$ cat src/rtl/gammatone_four_pole_filter_bank_assert.svh
// assertion macros for the gammatone filter bank
`ifndef GAMMATONE_FOUR_POLE_FILTER_BANK_ASSERT_SVH
`define GAMMATONE_FOUR_POLE_FILTER_BANK_ASSERT_SVH

// same-cycle implication, checked on every clock out of reset
`define GTFB_ASSERT_NOW(lbl, ante, cons, msg) \
  lbl: assert property (@(posedge clk) disable iff (!rst_n) (ante) |-> (cons)) else $error(msg);

// next-cycle implication
`define GTFB_ASSERT_NEXT(lbl, ante, cons, msg) \
  lbl: assert property (@(posedge clk) disable iff (!rst_n) (ante) |=> (cons)) else $error(msg);

`endif

$ cat src/rtl/gtfb_pkg.sv
// ----------------------------------------------------------------------------
// gtfb_pkg
// shared widths, types and codes of the gammatone filter bank
// ----------------------------------------------------------------------------
package gtfb_pkg;

  localparam int CHANNELS       = 64;
  localparam int COEF_FRAC_BITS = 28;
  localparam int CH_W           = $clog2(CHANNELS);
  localparam int ACT_W          = 7;
  localparam int CSEL_W         = 3;
  localparam int SAMPLE_W       = 16;
  localparam int COEF_W         = 32;
  localparam int OUT_W          = 32;
  localparam int PROD_W         = 2 * COEF_W;
  localparam int ACC_W          = PROD_W + 4;
  localparam int HIST_TAPS      = 4;
  localparam int HIST_SEL_W     = 2;
  localparam int COEF_AW        = CH_W + CSEL_W;
  localparam int HIST_AW        = CH_W + HIST_SEL_W;
  localparam int STEP_W         = 5;

  // coefficient select code that names no coefficient
  localparam logic [CSEL_W-1:0] CSEL_NONE = 3'd7;

  // input item modes
  localparam logic MODE_SAMPLE = 1'b0;
  localparam logic MODE_COEF   = 1'b1;

  // sequencer step limits
  localparam logic [STEP_W-1:0] LOAD_LAST = 5'd7;
  localparam logic [STEP_W-1:0] MAC_LAST  = 5'd21;
  localparam logic [STEP_W-1:0] MAC_B_FIRST = 5'd16;
  localparam logic [STEP_W-1:0] WB_FIRST  = 5'd1;
  localparam logic [STEP_W-1:0] WB_LAST   = 5'd3;

  typedef enum logic [2:0] {
    ST_CLEAR,
    ST_IDLE,
    ST_LOAD,
    ST_MAC,
    ST_DRAIN,
    ST_OUT,
    ST_WB
  } state_t;

  typedef struct packed {
    state_t             state;
    logic [CH_W-1:0]    chan;
    logic [STEP_W-1:0]  step;
    logic [HIST_AW-1:0] clr_addr;
  } ctrl_t;

endpackage

$ cat src/rtl/gtfb_mac.sv
// ----------------------------------------------------------------------------
// gtfb_mac
// shared complex multiply-accumulate unit with rounding and saturation
// ----------------------------------------------------------------------------
module gtfb_mac (
  input  logic                            clk,
  input  logic                            rst_n,
  input  logic                            acc_clr,
  input  logic                            issue,
  input  logic                            dst_im,
  input  logic                            neg,
  input  logic signed [gtfb_pkg::COEF_W-1:0] op_a,
  input  logic signed [gtfb_pkg::COEF_W-1:0] op_b,
  output logic signed [gtfb_pkg::OUT_W-1:0]  y_re,
  output logic signed [gtfb_pkg::OUT_W-1:0]  y_im
);
  import gtfb_pkg::*;

  localparam logic signed [ACC_W-1:0] RND  = ACC_W'(1) <<< (COEF_FRAC_BITS - 1);
  localparam logic signed [ACC_W-1:0] SMAX = ACC_W'(32'sh7FFF_FFFF);
  localparam logic signed [ACC_W-1:0] SMIN = -(ACC_W'(1) <<< (OUT_W - 1));

  logic signed [PROD_W-1:0] prod_r;
  logic                     pv_r, pdst_r, pneg_r;
  logic signed [ACC_W-1:0]  acc_re_r, acc_im_r, acc_re_nxt, acc_im_nxt;
  logic signed [ACC_W-1:0]  term;

  function automatic logic signed [OUT_W-1:0] finish(input logic signed [ACC_W-1:0] acc);
    logic signed [ACC_W-1:0] sh;
    sh = (acc + RND) >>> COEF_FRAC_BITS;
    if (sh > SMAX) begin
      finish = SMAX[OUT_W-1:0];
    end else if (sh < SMIN) begin
      finish = SMIN[OUT_W-1:0];
    end else begin
      finish = sh[OUT_W-1:0];
    end
  endfunction

  // product stage
  always_ff @(posedge clk) begin
    if (!rst_n) begin
      pv_r <= 1'b0;
    end else begin
      pv_r <= issue;
    end
    prod_r <= op_a * op_b;
    pdst_r <= dst_im;
    pneg_r <= neg;
  end

  // accumulate stage
  always_comb begin
    term       = ACC_W'(prod_r);
    acc_re_nxt = acc_re_r;
    acc_im_nxt = acc_im_r;
    if (acc_clr) begin
      acc_re_nxt = '0;
      acc_im_nxt = '0;
    end else if (pv_r) begin
      if (pdst_r) begin
        acc_im_nxt = pneg_r ? acc_im_r - term : acc_im_r + term;
      end else begin
        acc_re_nxt = pneg_r ? acc_re_r - term : acc_re_r + term;
      end
    end
  end

  always_ff @(posedge clk) begin
    acc_re_r <= acc_re_nxt;
    acc_im_r <= acc_im_nxt;
  end

  // round half up and saturate
  assign y_re = finish(acc_re_r);
  assign y_im = finish(acc_im_r);
endmodule

$ cat config.mk
export PLATFORM = sky130hd
export DESIGN_NAME = gtfb_mac
export DESIGN_NICKNAME = d
export VERILOG_FILES = /design/src/rtl/gammatone_four_pole_filter_bank_assert.svh /design/src/rtl/gtfb_pkg.sv /design/src/rtl/gtfb_mac.sv
export SDC_FILE = /design/constraint.sdc
export NUM_CORES = 2
export LEC_CHECK = 0
export BUFFER_PORTS_ARGS = -buffer_cell sky130_fd_sc_hd__buf_2
export CAP_MARGIN = 5
export CORE_ASPECT_RATIO = 1.5
export CORE_MARGIN = 2
export CORE_UTILIZATION = 28
export CTS_BUF_LIST = sky130_fd_sc_hd__clkbuf_8
export DETAILED_ROUTE_END_ITERATION = 6
export PLACE_DENSITY = 0.46
export SLEW_MARGIN = 20
export SYNTH_ARGS = -nofsm -noshare
export SYNTH_HDL_FRONTEND = slang
export SYNTH_SLANG_ARGS = --single-unit
$ cat constraint.sdc
create_clock -name clk -period 7.55 [get_ports clk]
set_input_delay 0.755 -clock clk [delete_from_list [all_inputs] [get_ports clk]]
set_output_delay 0.755 -clock clk [all_outputs]
set_load 0.01 [all_outputs]
==> results by group <==
Run status
  • Status: complete, but fails checks
  • Failing checks: DRC

CTS
  • Total CTS buffers: 36
  • Worst-path clk slew: 0.07 ns
  • H-tree depth: 2
  • CTS root buf: clkbuf_8
  • CTS Buffer Depth: 3
  • CTS tree: done
  • CTS Hold Bufs: 0
  • Clock Sinks: 203
  • Clk Latency, worst-skew pair: 0.62 ns

STA
  • Final Hold Fails: 0
  • Min Hold Slack: 0.230 ns
  • Fin. max-slew vios: 0
  • RSZ-0062 raised after global routing: true
  • Fmax: 0.133 GHz
  • Tmin final: 7.52 ns
  • Worst rel slew slack: 35.5%
  • Crit share post-route: 99.6%
  • Skew final: 0.0531 ns
  • Slew @ Worst Pin: 0.968 ns
  • Final Worst Setup Slack: 0.0315 ns
  • Setup Viol. Count Final: 0

Finish
  • Layout area overhead: 18.0%
  • Non-filler instance count after layout: 9091
  • Final core occ: 33.3%
  • Layout filler cell count: 19840
  • Nets: 8067
  • Fraction of layout cells with a size suffix above 1: 14.8%

Global route
  • GRT Util Overall: 18.1%
  • Vias in the first global route: 47491
  • Grt total ovfl: 0
  • Largest net degree at the start of global routing: 76
  • Initial antenna violation count: 7
  • Global-route wire length before repair: 275000 um

Run
  • Max Cap Viol: 0

Synthesis
  • Mux cell area share after synthesis: 0.139%
  • Synth Area in XOR/XNOR: 5.07%
  • Mapped cell area: 0.0530 mm2
  • Post-synth cell types: 92
  • Synth Area in Compound Gates: 10.8%
  • Number of synthesized flops with an enable pin: 0
  • Main combinational cell family by area after synthesis: adder cells
  • Synth Area in Adders: 48.5%
  • Simple logic cell fraction of the synthesized area: 18.5%
  • #FFs+latches synth: 203
  • Syn avg cell area: 8.61 um2
  • Sequential-to-total area share from yosys stat: 7.66%
  • Synth Instances: 6159
  • Post-synth ARST share: 0%
  • Syn Nets: 7634
  • Primary FF master, synth: dfxtp_1
  • Total of warnings raised by yosys: 0

Place
  • Post-DP HPWL: 149000 um
  • Placed cell count: 8943
  • IO buf count: 133
  • Pre-CTS WS: -1.24 ns
  • Routability-driven placement congestion ratio: 0.861

Route
  • DR iter-0 viols: 1883
  • Drc violations: 2
  • Detail Route Antenna Nets: 0
  • Total wire length: 175000 um
  • DR vias/cell: 4.73
  • Vias: 43042
  • Average wire per standard cell: 19.3 um
  • Drt pass-1 iters: 7

Critical path
  • Worst setup startpoint: op_a[8]
  • Crit path kind: input pin to flop
  • Startpoint class of the critical path: input pin
  • Critical Path Max Stage Delay: 0.64 ns
  • Reg-to-Reg Start: prod_r[0]
  • Worst Setup End Kind: flop
  • Critical Path Most Common Cell: fa_1
  • CP required: 8.02 ns
  • CP max-delay cell: fa_2
  • Crit path max-delay family: adder cells
  • CP bufs+invs: 7
  • Worst-path fanout max: 5
  • Arrival @ worst endpoint: 7.99 ns

Floorplan
  • Die X: 359 um
  • Core ar.: 0.188 mm2
  • Die height: 537 um
  • Initial Util: 28.2%
  • Die area: 0.193 mm2
  • Rows: 195
  • IO Count: 134

Min path
  • Hold_sp: dst_im
  • Hold WC Path Type: input pin to flop
per-stage QoR:
stage	setup TNS [ns]	instance area, um2
global placement	-25.19	60000
global route	-0.873	62600
CTS	-0.218	61600
detailed placement	-24.11	60000
finish	0	62600
floorplan	-0.428	53200
routing by layer:
layer  wire length, um  vias up  share of wire [%]  track usage [%]
li1                  -    20159                  -                -
met2             95100      680                 54             35.4
met3              3970      202                2.3            0.893
met4              4550        2                2.6             4.66
met1             71600    21999                 41             21.5
met5                 9        -             0.0051                0
cells in the mapped netlist (139+ instances only):
library cell	number	area share, %
nand2_1	827	5.9
xnor2_1	207	3.4
clkbuf_1	305	2.2
a21oi_1	340	3.2
dfxtp_1	203	7.7
fa_1	1084	41
ha_1	321	7.6
o21ai_0	149	1.4
a21o_1	139	2.0
inv_1	989	7.0
and2_1	530	6.3
nor2_1	232	1.6
path summary, 6_finish.rpt:
| path | to | slack (ns) | depth (start not counted) |
|---|---|---|---|
| max reg2reg | acc_im_r[67] | 1.56 | 23 |
| min reg2reg | acc_re_r[23] | 0.46 | 2 |
| max | prod_r[59] | 0.03 | 25 |
| min | pdst_r | 0.23 | 1 |
state kept, by name, indices dropped and copies added (netlist names):
register	flops
pv_r	1
pdst_r	1
prod_r	64
pneg_r	1
acc_im_r	68
acc_re_r	68
kinds of logic after synthesis:
group	after synthesis
flip-flops	203
buffers and inverters	1314
multiplexers	6
AO/OA/AOI/OAI	920
XOR/XNOR	307
adder cells (fa/ha/maj)	1406
AND/OR/NAND/NOR	2003
placed cells by master (no fill, tap or decap), types with 15 or more instances in the layout:
cell type,n
buf_8,15
ha_1,304
a21oi_1,328
nor3_1,58
o21bai_1,33
o211ai_1,21
inv_1,967
inv_2,29
buf_6,42
o21a_1,16
buf_2,96
o21ai_0,143
and2_1,515
and3_1,30
dfxtp_1,202
o21ai_1,38
clkbuf_8,41
nand4_1,63
a211oi_1,24
fa_2,42
a21o_1,139
nor2b_1,33
xnor2_1,205
o31ai_1,15
nand2b_1,29
xor2_1,100
nand2_1,819
nor4_1,27
fa_1,1042
nor2_1,230
buf_4,504
buf_12,58
a31oi_1,36
nand3_1,87
final cells by class:
cell class / instances / area [um2] / area share, %
Clock inverter: 23 / 226 / 0.362
Tap cell: 2462 / 3080 / 4.92
Antenna cell: 11 / 27.5 / 0.0440
Clock buffer: 41 / 564 / 0.901
Multi-Input combinational cell: 4642 / 44700 / 71.4
Timing Repair Buffer: 719 / 6200 / 9.90
Sequential cell: 203 / 4070 / 6.49
Inverter: 990 / 3720 / 5.94
what timing repair did:
| action | 4_1_cts | 5_1_grt |
|---|---|---|
| gates resized for setup | 125 | 177 |
| buffers inserted | 30 | 47 |
| gates cloned | 2 | 0 |
| pin swaps | 56 | 128 |
| setup endpoints to repair | 19 | 21 |
| endpoints found under the hold margin | 0 | 0 |
Power is left out: the tool's default activity adds up to more than one toggle a clock period on the data nets, which glitch-free logic cannot reach.
