## config.mk

```make
export PLATFORM = sky130hd
export DESIGN_NAME = gtfb_ctrl
export DESIGN_NICKNAME = d
export VERILOG_FILES = /design/src/rtl/gammatone_four_pole_filter_bank_assert.svh /design/src/rtl/gtfb_pkg.sv /design/src/rtl/gtfb_ctrl.sv
export SDC_FILE = /design/constraint.sdc
export NUM_CORES = 1
export LEC_CHECK = 0
export ABC_AREA = 1
export BUFFER_PORTS_ARGS = -buffer_cell sky130_fd_sc_hd__buf_2
export CORE_ASPECT_RATIO = 0.75
export CORE_MARGIN = 8
export CORE_UTILIZATION = 45
export CTS_BUF_LIST = sky130_fd_sc_hd__clkbuf_16
export CTS_CLUSTER_DIAMETER = 150
export DETAILED_ROUTE_END_ITERATION = 10
export PLACE_DENSITY = 0.73
export SLEW_MARGIN = 20
export SYNTH_ARGS = -nofsm -noshare
export SYNTH_HDL_FRONTEND = slang
export SYNTH_SLANG_ARGS = --single-unit
```

## constraint.sdc

```tcl
create_clock -name clk -period 1.48 [get_ports clk]
set_input_delay 0.444 -clock clk [delete_from_list [all_inputs] [get_ports clk]]
set_output_delay 0.444 -clock clk [all_outputs]
set_load 0.01 [all_outputs]
```

## src/rtl/gammatone_four_pole_filter_bank_assert.svh

```systemverilog
// assertion macros for the gammatone filter bank
`ifndef GAMMATONE_FOUR_POLE_FILTER_BANK_ASSERT_SVH
`define GAMMATONE_FOUR_POLE_FILTER_BANK_ASSERT_SVH

// same-cycle implication, checked on every clock out of reset
`define GTFB_ASSERT_NOW(lbl, ante, cons, msg) \
  lbl: assert property (@(posedge clk) disable iff (!rst_n) (ante) |-> (cons)) else $error(msg);

// next-cycle implication
`define GTFB_ASSERT_NEXT(lbl, ante, cons, msg) \
  lbl: assert property (@(posedge clk) disable iff (!rst_n) (ante) |=> (cons)) else $error(msg);

`endif

```

## src/rtl/gtfb_pkg.sv

```systemverilog
// ----------------------------------------------------------------------------
// gtfb_pkg
// shared widths, types and codes of the gammatone filter bank
// ----------------------------------------------------------------------------
package gtfb_pkg;

  localparam int CHANNELS       = 64;
  localparam int COEF_FRAC_BITS = 28;
  localparam int CH_W           = $clog2(CHANNELS);
  localparam int ACT_W          = 7;
  localparam int CSEL_W         = 3;
  localparam int SAMPLE_W       = 16;
  localparam int COEF_W         = 32;
  localparam int OUT_W          = 32;
  localparam int PROD_W         = 2 * COEF_W;
  localparam int ACC_W          = PROD_W + 4;
  localparam int HIST_TAPS      = 4;
  localparam int HIST_SEL_W     = 2;
  localparam int COEF_AW        = CH_W + CSEL_W;
  localparam int HIST_AW        = CH_W + HIST_SEL_W;
  localparam int STEP_W         = 5;

  // coefficient select code that names no coefficient
  localparam logic [CSEL_W-1:0] CSEL_NONE = 3'd7;

  // input item modes
  localparam logic MODE_SAMPLE = 1'b0;
  localparam logic MODE_COEF   = 1'b1;

  // sequencer step limits
  localparam logic [STEP_W-1:0] LOAD_LAST = 5'd7;
  localparam logic [STEP_W-1:0] MAC_LAST  = 5'd21;
  localparam logic [STEP_W-1:0] MAC_B_FIRST = 5'd16;
  localparam logic [STEP_W-1:0] WB_FIRST  = 5'd1;
  localparam logic [STEP_W-1:0] WB_LAST   = 5'd3;

  typedef enum logic [2:0] {
    ST_CLEAR,
    ST_IDLE,
    ST_LOAD,
    ST_MAC,
    ST_DRAIN,
    ST_OUT,
    ST_WB
  } state_t;

  typedef struct packed {
    state_t             state;
    logic [CH_W-1:0]    chan;
    logic [STEP_W-1:0]  step;
    logic [HIST_AW-1:0] clr_addr;
  } ctrl_t;

endpackage

```

## src/rtl/gtfb_ctrl.sv

```systemverilog
// ----------------------------------------------------------------------------
// gtfb_ctrl
// sequencer: clearing pass, per-channel load, multiply steps, drain, output and write-back
// ----------------------------------------------------------------------------
module gtfb_ctrl (
  input  logic                      clk,
  input  logic                      rst_n,
  input  logic                      smp_start,
  input  logic                      out_free,
  input  logic [gtfb_pkg::CH_W-1:0] nm1,
  output gtfb_pkg::ctrl_t           ctrl,
  output logic                      in_ready
);
  import gtfb_pkg::*;

  state_t             state_r, state_nxt;
  logic [CH_W-1:0]    chan_r, chan_nxt;
  logic [STEP_W-1:0]  step_r, step_nxt;
  logic [HIST_AW-1:0] clr_r, clr_nxt;

  // next state
  always_comb begin
    state_nxt = state_r;
    chan_nxt  = chan_r;
    step_nxt  = step_r;
    clr_nxt   = clr_r;
    case (state_r)
      ST_CLEAR: begin
        clr_nxt = clr_r + 1'b1;
        if (clr_r == {HIST_AW{1'b1}}) state_nxt = ST_IDLE;
      end
      ST_IDLE: begin
        if (smp_start) begin
          state_nxt = ST_LOAD;
          chan_nxt  = '0;
          step_nxt  = '0;
        end
      end
      ST_LOAD: begin
        if (step_r == LOAD_LAST) begin
          state_nxt = ST_MAC;
          step_nxt  = '0;
        end else begin
          step_nxt = step_r + 1'b1;
        end
      end
      ST_MAC: begin
        if (step_r == MAC_LAST) state_nxt = ST_DRAIN;
        else step_nxt = step_r + 1'b1;
      end
      ST_DRAIN: state_nxt = ST_OUT;
      ST_OUT: begin
        if (out_free) begin
          state_nxt = ST_WB;
          step_nxt  = WB_FIRST;
        end
      end
      ST_WB: begin
        if (step_r == WB_LAST) begin
          step_nxt = '0;
          if (chan_r == nm1) begin
            state_nxt = ST_IDLE;
          end else begin
            state_nxt = ST_LOAD;
            chan_nxt  = chan_r + 1'b1;
          end
        end else begin
          step_nxt = step_r + 1'b1;
        end
      end
      default: state_nxt = ST_IDLE;
    endcase
  end

  always_ff @(posedge clk) begin
    if (!rst_n) begin
      state_r <= ST_CLEAR;
      chan_r  <= '0;
      step_r  <= '0;
      clr_r   <= '0;
    end else begin
      state_r <= state_nxt;
      chan_r  <= chan_nxt;
      step_r  <= step_nxt;
      clr_r   <= clr_nxt;
    end
  end

  // outputs
  always_comb begin
    in_ready      = (state_r == ST_IDLE);
    ctrl.state    = state_r;
    ctrl.chan     = chan_r;
    ctrl.step     = step_r;
    ctrl.clr_addr = clr_r;
  end
endmodule

```

==> flow_summary.json <==
{
  "synth_edf_count": 0,
  "core_area_um2": 3220,
  "cp_max_fo": 5,
  "drc": 0,
  "grt_pass1_vias": 1369,
  "worst_setup_path_end_kind": "output port",
  "pwr-share-clk_pct": 52.1,
  "ctsHoldBuffers": 0,
  "p_comb_share_pct": 5.8,
  "ir_worst_vdd_mv": 0.594,
  "io_pins": 33,
  "power.leakage_nw": 0.948,
  "rsz0062_at_grt": "true",
  "wire_per_inst_um": 11.4,
  "diodes": 0,
  "grt_pass1_wl_um": 5870,
  "clk_pin_slew_ns": 0.06,
  "drtAntennaViolNets": 0,
  "insertion_delay_ns": 0.25,
  "dp_slack_ns": -0.00182,
  "ctsRootBufferMaster": "clkbuf_16",
  "place_hpwl_um": 2820,
  "arrival_ns": 0.99,
  "tightest_slew_ns": 0.477,
  "globalplace.congestion": 0.859,
  "clk_path_buf_depth": 2,
  "ys_seq_elements": 22,
  "tritoncts": "built",
  "post-route-period-util_pct": 97.1,
  "fillers": 317,
  "vias_per_cell": 4.81,
  "hold_path.class": "flop to flop",
  "synth_cell_types": 29,
  "portBuffers": 32,
  "synth_area_um2": 1480,
  "seq_power_share_pct": 42.1,
  "switchingPower_mw": 0.269,
  "drt_iter0_drc": 64,
  "setup.worst_path.class": "flop to output port",
  "skew_ns": 0.00311,
  "slew_viol_final": 0,
  "grt_usage_pct": 13.4,
  "synth_fa_ha_area_share_pct": 3.39,
  "yosys_warnings": 0,
  "die_h_um": 65.6,
  "ys_seq_area_share_pct": 29.8,
  "die_area_um2": 5390,
  "period_needed_ns": 1.44,
  "startpoint_type": "flop",
  "synth_nets": 240,
  "final_nets": 295,
  "cts_buffers": 3,
  "relSlewSlack_pct": 68.2,
  "synthCells": 226,
  "worst_slack_ns": 0.0429,
  "postLayoutCoreUtil_pct": 62.0,
  "synth_top_family_by_area": "simple AND/OR/NAND/NOR gates",
  "synth-compound-area-share_pct": 13.1,
  "setup_viol": 0,
  "yosys.area_share.simple_pct": 42.6,
  "synth_ff_type": "dfxtp_1",
  "clock_sinks": 22,
  "die_x_um": 82.2,
  "synthMuxAreaShare_pct": 0,
  "p_int_mw": 1.18,
  "fmax_ghz": 0.696,
  "status": "finished, final reports clean",
  "vias": 1540,
  "grt_remaining_overflow": 0,
  "grt_max_degree": 14,
  "maxCapViolations": 0,
  "p_sw_share_pct": 18.6,
  "required_ns": 1.04,
  "synth_xor_area_share_pct": 1.19,
  "start_util_pct": 45.9,
  "async_reset_ff_share_pct": 0,
  "rows": 18,
  "final_layout_size_suffix_gt1_share_pct": 38.9,
  "syn_area_per_cell_um2": 6.54,
  "hold_viol_final": 0,
  "wl_um": 3640,
  "firstDrtPassIters": 4,
  "antenna_found_initial": 0,
  "powerDensity_nw_per_um2": 723,
  "syn_to_final_growth_pct": 35.2,
  "htree_num_levels": 1
}
-- path summary, 6_finish.rpt --
check | start | to | slack [ns] | cells after the start
max | state_r[1]$_SDFFE_PN0P_ | in_ready | 0.04 | 4
min | clr_r[7]$_SDFFE_PN0P_ | clr_r[7]$_SDFFE_PN0P_ | 0.46 | 2
max reg2reg | step_r[1]$_SDFFE_PN0P_ | state_r[2]$_SDFFE_PN0P_ | 0.07 | 9
min reg2reg | clr_r[7]$_SDFFE_PN0P_ | clr_r[7]$_SDFFE_PN0P_ | 0.46 | 2
-- Yosys cell counts, types with 4 or more instances --
master	instances	area [um2]
nand2_1	51	191
inv_1	27	101
nor2_1	24	90.1
nand3_1	23	115
dfxtp_1	22	440
a21oi_1	13	65.1
inv_2	8	30.0
nand2_2	8	50.1
o21ai_0	8	40.0
a21oi_2	6	52.6
ha_1	4	50.1
nor3_1	4	20.0
-- sequential cells by signal, summed over array words and instances (netlist names) --
register,flops
step_r,5
chan_r,6
state_r,3
clr_r,8
-- power groups by stage --
stage               sequential, mW  clock, mW  combinational [mW]
global route                 0.608      0.791              0.0991
CTS                          0.605      0.763              0.0780
floorplan                    0.622          0              0.0386
finish                       0.607      0.753              0.0837
detailed placement           0.618          0              0.0776
global placement             0.618          0              0.0754
-- what timing repair did --
action / 4_1_cts / 5_1_grt
setup endpoints to repair: 5 / 14
pin swaps: 1 / 6
setup buffers: 0 / 5
gates resized for setup: 7 / 14
-- metal layers --
layer / part of all wire, % / global-route usage, %
met1: 49 / 18.1
met2: 44 / 20.6
met3: 7.4 / 4.22
met4: 0.22 / 1.97
met5: 0 / 0
-- critical path, stage by stage, from the launching register on --
cell and delay (ns):
dfxtp_2 0.34, inv_2 0.07, nand2_2 0.07, nor2_4 0.11, buf_2 0.14
-- final cells by class --
type	count	area, um2	area share, %
well taps	40	50.0	2.50
repair buffers	53	318	15.9
flip-flops and latches	22	453	22.7
clock buffers	3	75.1	3.76
multi-input cells	166	941	47.1
inverters	35	131	6.57
clock inverters	1	30.0	1.50
-- stage by stage --
stage,power (mW),TNS (ns),area (um2),instances,hold WS [ns]
global placement,0.693,0,1790,311,0.453
global route,1.50,-0.0208,2000,320,0.486
floorplan,0.660,0,1480,226,0.480
CTS,1.45,0,1920,315,0.470
finish,1.44,0,2000,320,0.462
detailed placement,0.696,-0.00239,1790,311,0.455
-- placed cells by master, fill, tap and decap left out, types with 2 or more instances in the layout --
cell type | netlist | final
inv_2 | 8 | 8
nand4_1 | 2 | 2
xor2_1 | 2 | 2
dfxtp_2 | 0 | 10
nor2_1 | 24 | 21
buf_2 | 0 | 32
nor3b_1 | 2 | 2
and3_1 | 2 | 2
nand2_4 | 3 | 4
nand2_1 | 51 | 51
a21oi_2 | 6 | 7
a21oi_1 | 13 | 12
clkbuf_16 | 0 | 3
ha_4 | 0 | 2
buf_4 | 1 | 21
nand3_1 | 23 | 23
dfxtp_1 | 22 | 12
nor2_4 | 2 | 3
nor2_2 | 3 | 5
nor3_1 | 4 | 4
nand2_2 | 8 | 7
o21ai_0 | 8 | 8
inv_1 | 27 | 27
o21ai_2 | 1 | 2
ha_1 | 4 | 2
-- cell families after synthesis --
family / Yosys count
compound gates: 32
simple gates: 128
xor+xnor: 2
fa+ha+maj: 4
buf+inv: 38
flops: 22
Note: power is estimated with default switching activity, not from simulation.
